**src/sv/sws_pkg.sv**
```systemverilog
package sws_pkg;

    localparam int WINDOW_DEPTH_DEF = 3;
    localparam int CHANNELS_DEF     = 4;
    localparam int FRAC_BITS_DEF    = 16;

    localparam int MAX_CH   = 4;
    localparam int TIME_W   = 32;
    localparam int SAMPLE_W = 16;
    localparam int SLOPE_W  = 32;
    localparam int QUO_W    = 32;

    localparam int IN_DATA_W  = TIME_W + MAX_CH * SAMPLE_W;
    localparam int OUT_DATA_W = MAX_CH * SLOPE_W;
    localparam int OUT_USER_W = 3;

    localparam logic CMD_PUSH  = 1'b0;
    localparam logic CMD_RESET = 1'b1;

    // per-lane step strobes from the sequencer
    typedef struct packed {
        logic clr;
        logic prod;
        logic acc;
        logic mul_init;
        logic mul_step;
        logic num;
        logic div_init;
        logic div_step;
    } t_lane_ctl;

endpackage

```
**src/sv/sws_lane.sv**
```systemverilog
module sws_lane #(
    parameter int WINDOW_DEPTH = 3,
    parameter int FRAC_BITS    = 16
) (
    input  logic                                   i_clk,
    input  sws_pkg::t_lane_ctl                     i_ctl,
    input  logic [sws_pkg::TIME_W-1:0]             i_d,
    input  logic signed [sws_pkg::SAMPLE_W-1:0]    i_x,
    input  logic [2*(sws_pkg::TIME_W+$clog2(WINDOW_DEPTH+1))-1:0] i_msh,
    input  logic [2*(sws_pkg::TIME_W+$clog2(WINDOW_DEPTH+1))-1:0] i_den,
    output logic signed [sws_pkg::SLOPE_W-1:0]     o_slope
);
    import sws_pkg::*;

    localparam int LG     = $clog2(WINDOW_DEPTH + 1);
    localparam int SD_W   = TIME_W + LG;
    localparam int DEN_W  = 2 * SD_W;
    localparam int SX_W   = SAMPLE_W + LG;
    localparam int DX_W   = TIME_W + 1 + SAMPLE_W;
    localparam int SDX_W  = DX_W + LG;
    localparam int PROD_W = SD_W + SX_W;
    localparam int NUM_W  = DX_W + 1 + 2 * LG;
    localparam int CMP_W  = DEN_W + QUO_W + 1;

    logic signed [DX_W-1:0]  r_dx;
    logic signed [SAMPLE_W-1:0] r_xq;
    logic signed [SX_W-1:0]  r_sx;
    logic signed [SDX_W-1:0] r_sdx;
    logic [SX_W-1:0]         r_sxmag;
    logic                    r_sxneg;
    logic [PROD_W-1:0]       r_prod;
    logic signed [NUM_W-1:0] r_num;
    logic [NUM_W-1:0]        r_mag;
    logic                    r_neg;
    logic [CMP_W-1:0]        r_rem;
    logic [CMP_W-1:0]        r_dsh;
    logic [QUO_W-1:0]        r_q;

    logic signed [NUM_W-1:0] n_sdx_n;
    logic signed [NUM_W-1:0] n_sprod;
    logic [NUM_W-1:0]        n_mag;

    assign n_sdx_n = NUM_W'($signed({{(NUM_W-SDX_W){r_sdx[SDX_W-1]}}, r_sdx})
                     * $signed(NUM_W'(WINDOW_DEPTH)));
    assign n_sprod = r_sxneg ? -$signed(NUM_W'(r_prod)) : $signed(NUM_W'(r_prod));
    assign n_mag   = r_num[NUM_W-1] ? NUM_W'(-r_num) : NUM_W'(r_num);

    always_ff @(posedge i_clk) begin
        if (i_ctl.clr) begin
            r_sx  <= '0;
            r_sdx <= '0;
        end
        if (i_ctl.prod) begin
            r_dx <= $signed({{(DX_W-TIME_W){1'b0}}, i_d})
                    * $signed({{(DX_W-SAMPLE_W){i_x[SAMPLE_W-1]}}, i_x});
            r_xq <= i_x;
        end
        if (i_ctl.acc) begin
            r_sx  <= r_sx + SX_W'(r_xq);
            r_sdx <= r_sdx + SDX_W'(r_dx);
        end
        if (i_ctl.mul_init) begin
            r_sxneg <= r_sx[SX_W-1];
            r_sxmag <= r_sx[SX_W-1] ? SX_W'(-r_sx) : SX_W'(r_sx);
            r_prod  <= '0;
        end
        // shift-add: sd * |sx|, multiplicand shifted by the sequencer
        if (i_ctl.mul_step) begin
            if (r_sxmag[0]) begin
                r_prod <= r_prod + i_msh[PROD_W-1:0];
            end
            r_sxmag <= r_sxmag >> 1;
        end
        if (i_ctl.num) begin
            r_num <= n_sdx_n - n_sprod;
        end
        if (i_ctl.div_init) begin
            r_neg <= r_num[NUM_W-1];
            r_mag <= n_mag;
            r_dsh <= CMP_W'(i_den) << QUO_W;
            r_q   <= '0;
        end
        // rounding: (2*mag*2^F + den) / (2*den), quotient bit 31 flags overflow
        if (i_ctl.div_init) begin
            r_rem <= (CMP_W'(n_mag) << (FRAC_BITS + 1)) + CMP_W'(i_den);
        end else if (i_ctl.div_step) begin
            if (r_rem >= r_dsh) begin
                r_rem <= r_rem - r_dsh;
                r_q   <= {r_q[QUO_W-2:0], 1'b1};
            end else begin
                r_q   <= {r_q[QUO_W-2:0], 1'b0};
            end
            r_dsh <= r_dsh >> 1;
        end
    end

    always_comb begin
        if (r_q[QUO_W-1]) begin
            o_slope = r_neg ? {1'b1, {(SLOPE_W-1){1'b0}}} : {1'b0, {(SLOPE_W-1){1'b1}}};
        end else begin
            o_slope = r_neg ? -$signed(r_q) : $signed(r_q);
        end
    end

endmodule

```
**config.mk**
```make
export PLATFORM = sky130hd
export DESIGN_NAME = sws_lane
export DESIGN_NICKNAME = d
export VERILOG_FILES = /design/src/sv/sws_pkg.sv /design/src/sv/sws_lane.sv
export SDC_FILE = /design/constraint.sdc
export NUM_CORES = 2
export LEC_CHECK = 0
export BUFFER_PORTS_ARGS = -buffer_cell sky130_fd_sc_hd__buf_2
export CAP_MARGIN = 10
export CORE_MARGIN = 3
export CORE_UTILIZATION = 30
export DETAILED_ROUTE_END_ITERATION = 10
export SYNTH_ARGS = -nofsm -noshare
export SYNTH_HDL_FRONTEND = slang
export SYNTH_SLANG_ARGS = --single-unit
```
**constraint.sdc**
```tcl
create_clock -name i_clk -period 9.6 [get_ports i_clk]
set_clock_uncertainty 0.1 [all_clocks]
set_input_delay 2.88 -clock i_clk [delete_from_list [all_inputs] [get_ports i_clk]]
set_output_delay 2.88 -clock i_clk [all_outputs]
set_load 0.01 [all_outputs]
```
==> metrics.txt <==
# TYPE chip_impl_metric gauge
chip_impl_info{name="outcome",value="complete, no violations"} 1
chip_impl_info{name="cp-start-kind",value="input pin"} 1
chip_impl_metric{name="maxSlewHeadroom",unit="%"} 25.5
chip_impl_metric{name="cts_repair_resize_count",unit=""} 0
chip_impl_info{name="grt_setup_unrepaired",value="false"} 1
chip_impl_metric{name="reg2reg_depth",unit=""} 25
chip_impl_metric{name="finalWeightedCongestion",unit=""} 0.918
chip_impl_info{name="crit_type",value="input pin to flop"} 1
chip_impl_metric{name="asyncSetResetFlopFracSynth",unit="%"} 0
chip_impl_metric{name="global_route.usage.total",unit="%"} 16.1
chip_impl_metric{name="synth_seq_cells",unit=""} 494
chip_impl_info{name="worst_setup_path_end_kind",value="flop"} 1
chip_impl_metric{name="yosys_warnings",unit=""} 0
chip_impl_metric{name="critical_path_required",unit="ps"} 9920
chip_impl_metric{name="final_max_slew_viol_count",unit=""} 0
chip_impl_info{name="clock-root-buffer",value="sky130_fd_sc_hd__clkbuf_16"} 1
chip_impl_metric{name="holdBufCountCts",unit=""} 0
chip_impl_metric{name="number_of_cts_inserted_buffers",unit=""} 60
chip_impl_info{name="worst_r2r_startpoint",value="r_prod[3]"} 1
chip_impl_info{name="largest_area_contributor_in_the_synthesized_netlist",value="sky130_fd_sc_hd__fa_1"} 1
chip_impl_metric{name="grt_max_degree",unit=""} 123
chip_impl_metric{name="final_nets",unit=""} 8183
chip_impl_metric{name="stdcell_area",unit="um^2"} 64800
chip_impl_metric{name="routed_wire_length_per_instance",unit="um"} 17.1
chip_impl_metric{name="drt_drc_violations_left",unit=""} 0
chip_impl_metric{name="timing_worst_slew_pin_value",unit="ps"} 1120
chip_impl_metric{name="design.portCount",unit=""} 225
chip_impl_metric{name="detailed_route_iter0_violations",unit=""} 2789
chip_impl_metric{name="setup_violations",unit=""} 0
chip_impl_info{name="timing.critical_path.max_delay_family",value="adder cells"} 1
chip_impl_metric{name="io_buffer_count",unit=""} 208
chip_impl_metric{name="cp_data_arrival_time",unit="ps"} 9330
chip_impl_info{name="worstHoldStart",value="r_dsh[100]"} 1
chip_impl_info{name="holdCritPathClass",value="flop to flop"} 1
chip_impl_metric{name="clkSlewWorstSetupHoldPaths",unit="ps"} 60
chip_impl_metric{name="insertion_delay",unit="ps"} 700
chip_impl_metric{name="fillers",unit=""} 20100
chip_impl_metric{name="placement.cell_area",unit="um^2"} 62800
chip_impl_metric{name="start_util",unit="%"} 30.3
chip_impl_metric{name="rows",unit=""} 161
chip_impl_metric{name="hold_path_depth",unit=""} 2
chip_impl_metric{name="timing.max_cap.violations",unit=""} 0
chip_impl_info{name="critical-path-slowest-cell",value="sky130_fd_sc_hd__fa_1"} 1
chip_impl_metric{name="synthesis.area",unit="um^2"} 58500
chip_impl_metric{name="postCtsSetupRepairBufs",unit=""} 0
chip_impl_metric{name="share_of_cells_above_drive_strength_1",unit="%"} 6.99
chip_impl_info{name="ys_dominant_reg_cell",value="sky130_fd_sc_hd__edfxtp_1"} 1
chip_impl_metric{name="drtAntennaViolNets",unit=""} 0
chip_impl_info{name="synth_top_cells_by_area",value="sky130_fd_sc_hd__fa_1, sky130_fd_sc_hd__edfxtp_1, sky130_fd_sc_hd__ha_1, sky130_fd_sc_hd__dfxtp_1, sky130_fd_sc_hd__inv_1"} 1
chip_impl_metric{name="clock_sinks",unit=""} 494
chip_impl_metric{name="overflow_after_grt",unit=""} 0
chip_impl_metric{name="timing.critical_path.buf_inv",unit=""} 6
chip_impl_metric{name="critical_path.max_fanout",unit=""} 11
chip_impl_info{name="hold_path_end",value="r_dsh[100]"} 1
chip_impl_metric{name="yosys.cell_types.count",unit=""} 82
chip_impl_metric{name="synth_top_cell_area_share",unit="%"} 16.2
chip_impl_info{name="worst_path_most_repeated_cell",value="sky130_fd_sc_hd__fa_1"} 1
chip_impl_metric{name="syn-mean-instance-area",unit="um^2"} 8.53
chip_impl_metric{name="routed_wl",unit="um"} 163000
chip_impl_metric{name="final.period_utilization",unit="%"} 93.8
chip_impl_metric{name="detail_route.vias_per_cell",unit=""} 4.95
chip_impl_metric{name="cts-root-to-sink-buffers",unit=""} 3
chip_impl_metric{name="dr_total_vias",unit=""} 47400
chip_impl_metric{name="synthCells",unit=""} 6862
chip_impl_metric{name="synth_edf_count",unit=""} 308
chip_impl_metric{name="htree_num_levels",unit=""} 2
chip_impl_metric{name="design.die.area",unit="um^2"} 200000
chip_impl_metric{name="hold_viol",unit=""} 0
chip_impl_metric{name="synth_sequential_area_ratio",unit="%"} 22.2
chip_impl_metric{name="grt_pass1_wl",unit="um"} 259000
chip_impl_metric{name="antenna_found_initial",unit=""} 25
chip_impl_metric{name="synthesis.nets",unit=""} 8062
chip_impl_metric{name="cp_slowest_stage_delay",unit="ps"} 550
chip_impl_metric{name="vias_in_the_first_global_route",unit=""} 47600
chip_impl_metric{name="layout-area-overhead-vs-synth",unit="%"} 10.7
chip_impl_metric{name="dieWidth",unit="um"} 448
chip_impl_metric{name="placeableCoreArea",unit="um^2"} 193000
chip_impl_info{name="cts_tree",value="done"} 1
chip_impl_info{name="synthMostInstantiatedCell",value="sky130_fd_sc_hd__inv_1"} 1
chip_impl_info{name="r2r-end",value="r_num[53]"} 1
chip_impl_metric{name="detailed_place_hpwl",unit="um"} 135000
chip_impl_metric{name="worst-r2r-setup-slack",unit="ps"} 3000
chip_impl_metric{name="fmaxAchievable",unit="MHz"} 111
chip_impl_metric{name="finalCriticalPeriod",unit="ps"} 9010
chip_impl_metric{name="fp.dieH",unit="um"} 448
chip_impl_metric{name="firstDrtPassIters",unit=""} 6
chip_impl_info{name="synth.top_cells.by_count",value="sky130_fd_sc_hd__inv_1, sky130_fd_sc_hd__nand2_1, sky130_fd_sc_hd__ha_1, sky130_fd_sc_hd__fa_1, sky130_fd_sc_hd__o21ai_0"} 1
[worst reg2reg max path, stage by stage (launching register included)]
cell,delay (ps)
sky130_fd_sc_hd__dfxtp_1,360
sky130_fd_sc_hd__or3_1,390
sky130_fd_sc_hd__or3b_1,470
sky130_fd_sc_hd__or2_1,290
sky130_fd_sc_hd__or3_1,410
sky130_fd_sc_hd__or4_1,520
sky130_fd_sc_hd__nor2_1,270
sky130_fd_sc_hd__nand2_1,90
sky130_fd_sc_hd__o21ai_0,190
sky130_fd_sc_hd__xor2_1,240
sky130_fd_sc_hd__ha_1,190
sky130_fd_sc_hd__inv_1,50
sky130_fd_sc_hd__fa_1,480
sky130_fd_sc_hd__inv_1,40
sky130_fd_sc_hd__ha_1,220
sky130_fd_sc_hd__a21o_1,180
sky130_fd_sc_hd__a21o_1,180
sky130_fd_sc_hd__a21oi_1,140
sky130_fd_sc_hd__o21ai_0,90
sky130_fd_sc_hd__a31oi_1,200
sky130_fd_sc_hd__o21ai_0,130
sky130_fd_sc_hd__a21oi_1,230
sky130_fd_sc_hd__o22ai_1,150
sky130_fd_sc_hd__or4_1,500
sky130_fd_sc_hd__a21oi_1,190
sky130_fd_sc_hd__xnor2_1,90
[layer usage]
metal	global-route usage (%)	wire length [um]	up-vias
met5	0	27	-
met4	6.13	6360	4
met3	1.65	7180	214
met2	27.5	77300	1026
met1	20.8	72500	22700
li1	-	-	23400
[cells in the final DEF, fill, tap and decap left out, types with 27 or more instances in the layout]
master	count
sky130_fd_sc_hd__o21a_1	52
sky130_fd_sc_hd__xor2_1	190
sky130_fd_sc_hd__and2_1	290
sky130_fd_sc_hd__nand2b_1	58
sky130_fd_sc_hd__a21oi_1	430
sky130_fd_sc_hd__o41ai_1	27
sky130_fd_sc_hd__nor2b_1	52
sky130_fd_sc_hd__nand2_1	684
sky130_fd_sc_hd__nand4_1	79
sky130_fd_sc_hd__inv_1	985
sky130_fd_sc_hd__fa_1	474
sky130_fd_sc_hd__nor2_1	354
sky130_fd_sc_hd__mux2i_1	147
sky130_fd_sc_hd__dfxtp_1	186
sky130_fd_sc_hd__ha_1	533
sky130_fd_sc_hd__xnor2_1	255
sky130_fd_sc_hd__buf_4	133
sky130_fd_sc_hd__clkbuf_16	64
sky130_fd_sc_hd__buf_2	206
sky130_fd_sc_hd__and3_1	34
sky130_fd_sc_hd__a211oi_1	29
sky130_fd_sc_hd__a31oi_1	49
sky130_fd_sc_hd__nor3_1	72
sky130_fd_sc_hd__o31ai_1	64
sky130_fd_sc_hd__o21ai_0	433
sky130_fd_sc_hd__nand3_1	81
sky130_fd_sc_hd__o21bai_1	61
sky130_fd_sc_hd__nand3b_1	54
sky130_fd_sc_hd__a21o_1	207
sky130_fd_sc_hd__edfxtp_1	308
sky130_fd_sc_hd__o21ai_1	32
sky130_fd_sc_hd__or3_1	58
[flip-flops by register name, indices dropped and copies added, names as in the netlist]
signal / count
r_sx: 18
r_rem: 101
r_num: 54
r_sdx: 51
r_xq: 16
r_sxmag: 18
r_q: 32
r_prod: 52
r_dx: 49
r_dsh: 101
r_sxneg: 1
r_neg: 1
[cells by family (layout without fill, tap and decap cells)]
group / after synthesis / count (layout) / synth area share [%]
simple gates: 1919 / 1919 / 16.1
fa+ha+maj: 1007 / 1007 / 27.6
other cells: 0 / 10 / 0
compound gates: 1569 / 1569 / 16.7
xor+xnor: 445 / 445 / 6.66
buf+inv: 1273 / 1446 / 8.16
flops: 494 / 494 / 22.2
mux: 155 / 155 / 2.67
[stage by stage]
stage | util [%] | std cells | hold WS (ps) | setup TNS, ps | setup slack [ps]
after floorplan | - | 6862 | 324 | 0 | 283
after global placement | 32.5 | 9447 | 363 | -128 | -72.4
after detailed placement | 32.5 | 9447 | 361 | -153 | -73.3
after CTS | 33.5 | 9561 | 371 | 0 | 658
after global routing | 33.6 | 9570 | 386 | 0 | 203
final | 33.6 | 9571 | 368 | 0 | 592
[how the worst max path moves through the flow]
stage                       start       end  slack [ps]  cells past startpoint
after floorplan           i_x[15]  r_dx[46]         280                     23
after global placement     i_x[6]  r_dx[48]         -70                     27
after detailed placement   i_x[8]  r_dx[48]         -70                     25
after CTS                  i_x[6]  r_dx[48]         660                     27
after global routing       i_x[8]  r_dx[48]         200                     25
final                      i_x[8]  r_dx[48]         590                     25
[area by class of cell]
| type | instances | area (um^2) | share of cell area (%) |
|---|---|---|---|
| clock inverters | 32 | 338 | 0.521 |
| multi-input cells | 5095 | 40800 | 62.9 |
| well taps | 2526 | 3160 | 4.88 |
| repair buffers | 345 | 2140 | 3.29 |
| diodes | 10 | 25.0 | 0.0386 |
| inverters | 987 | 3700 | 5.71 |
| clock buffers | 82 | 1700 | 2.62 |
| flip-flops and latches | 494 | 13000 | 20.0 |
Power is left out: the tool's default activity adds up to more than one toggle a clock period on the data nets, which glitch-free logic cannot reach.
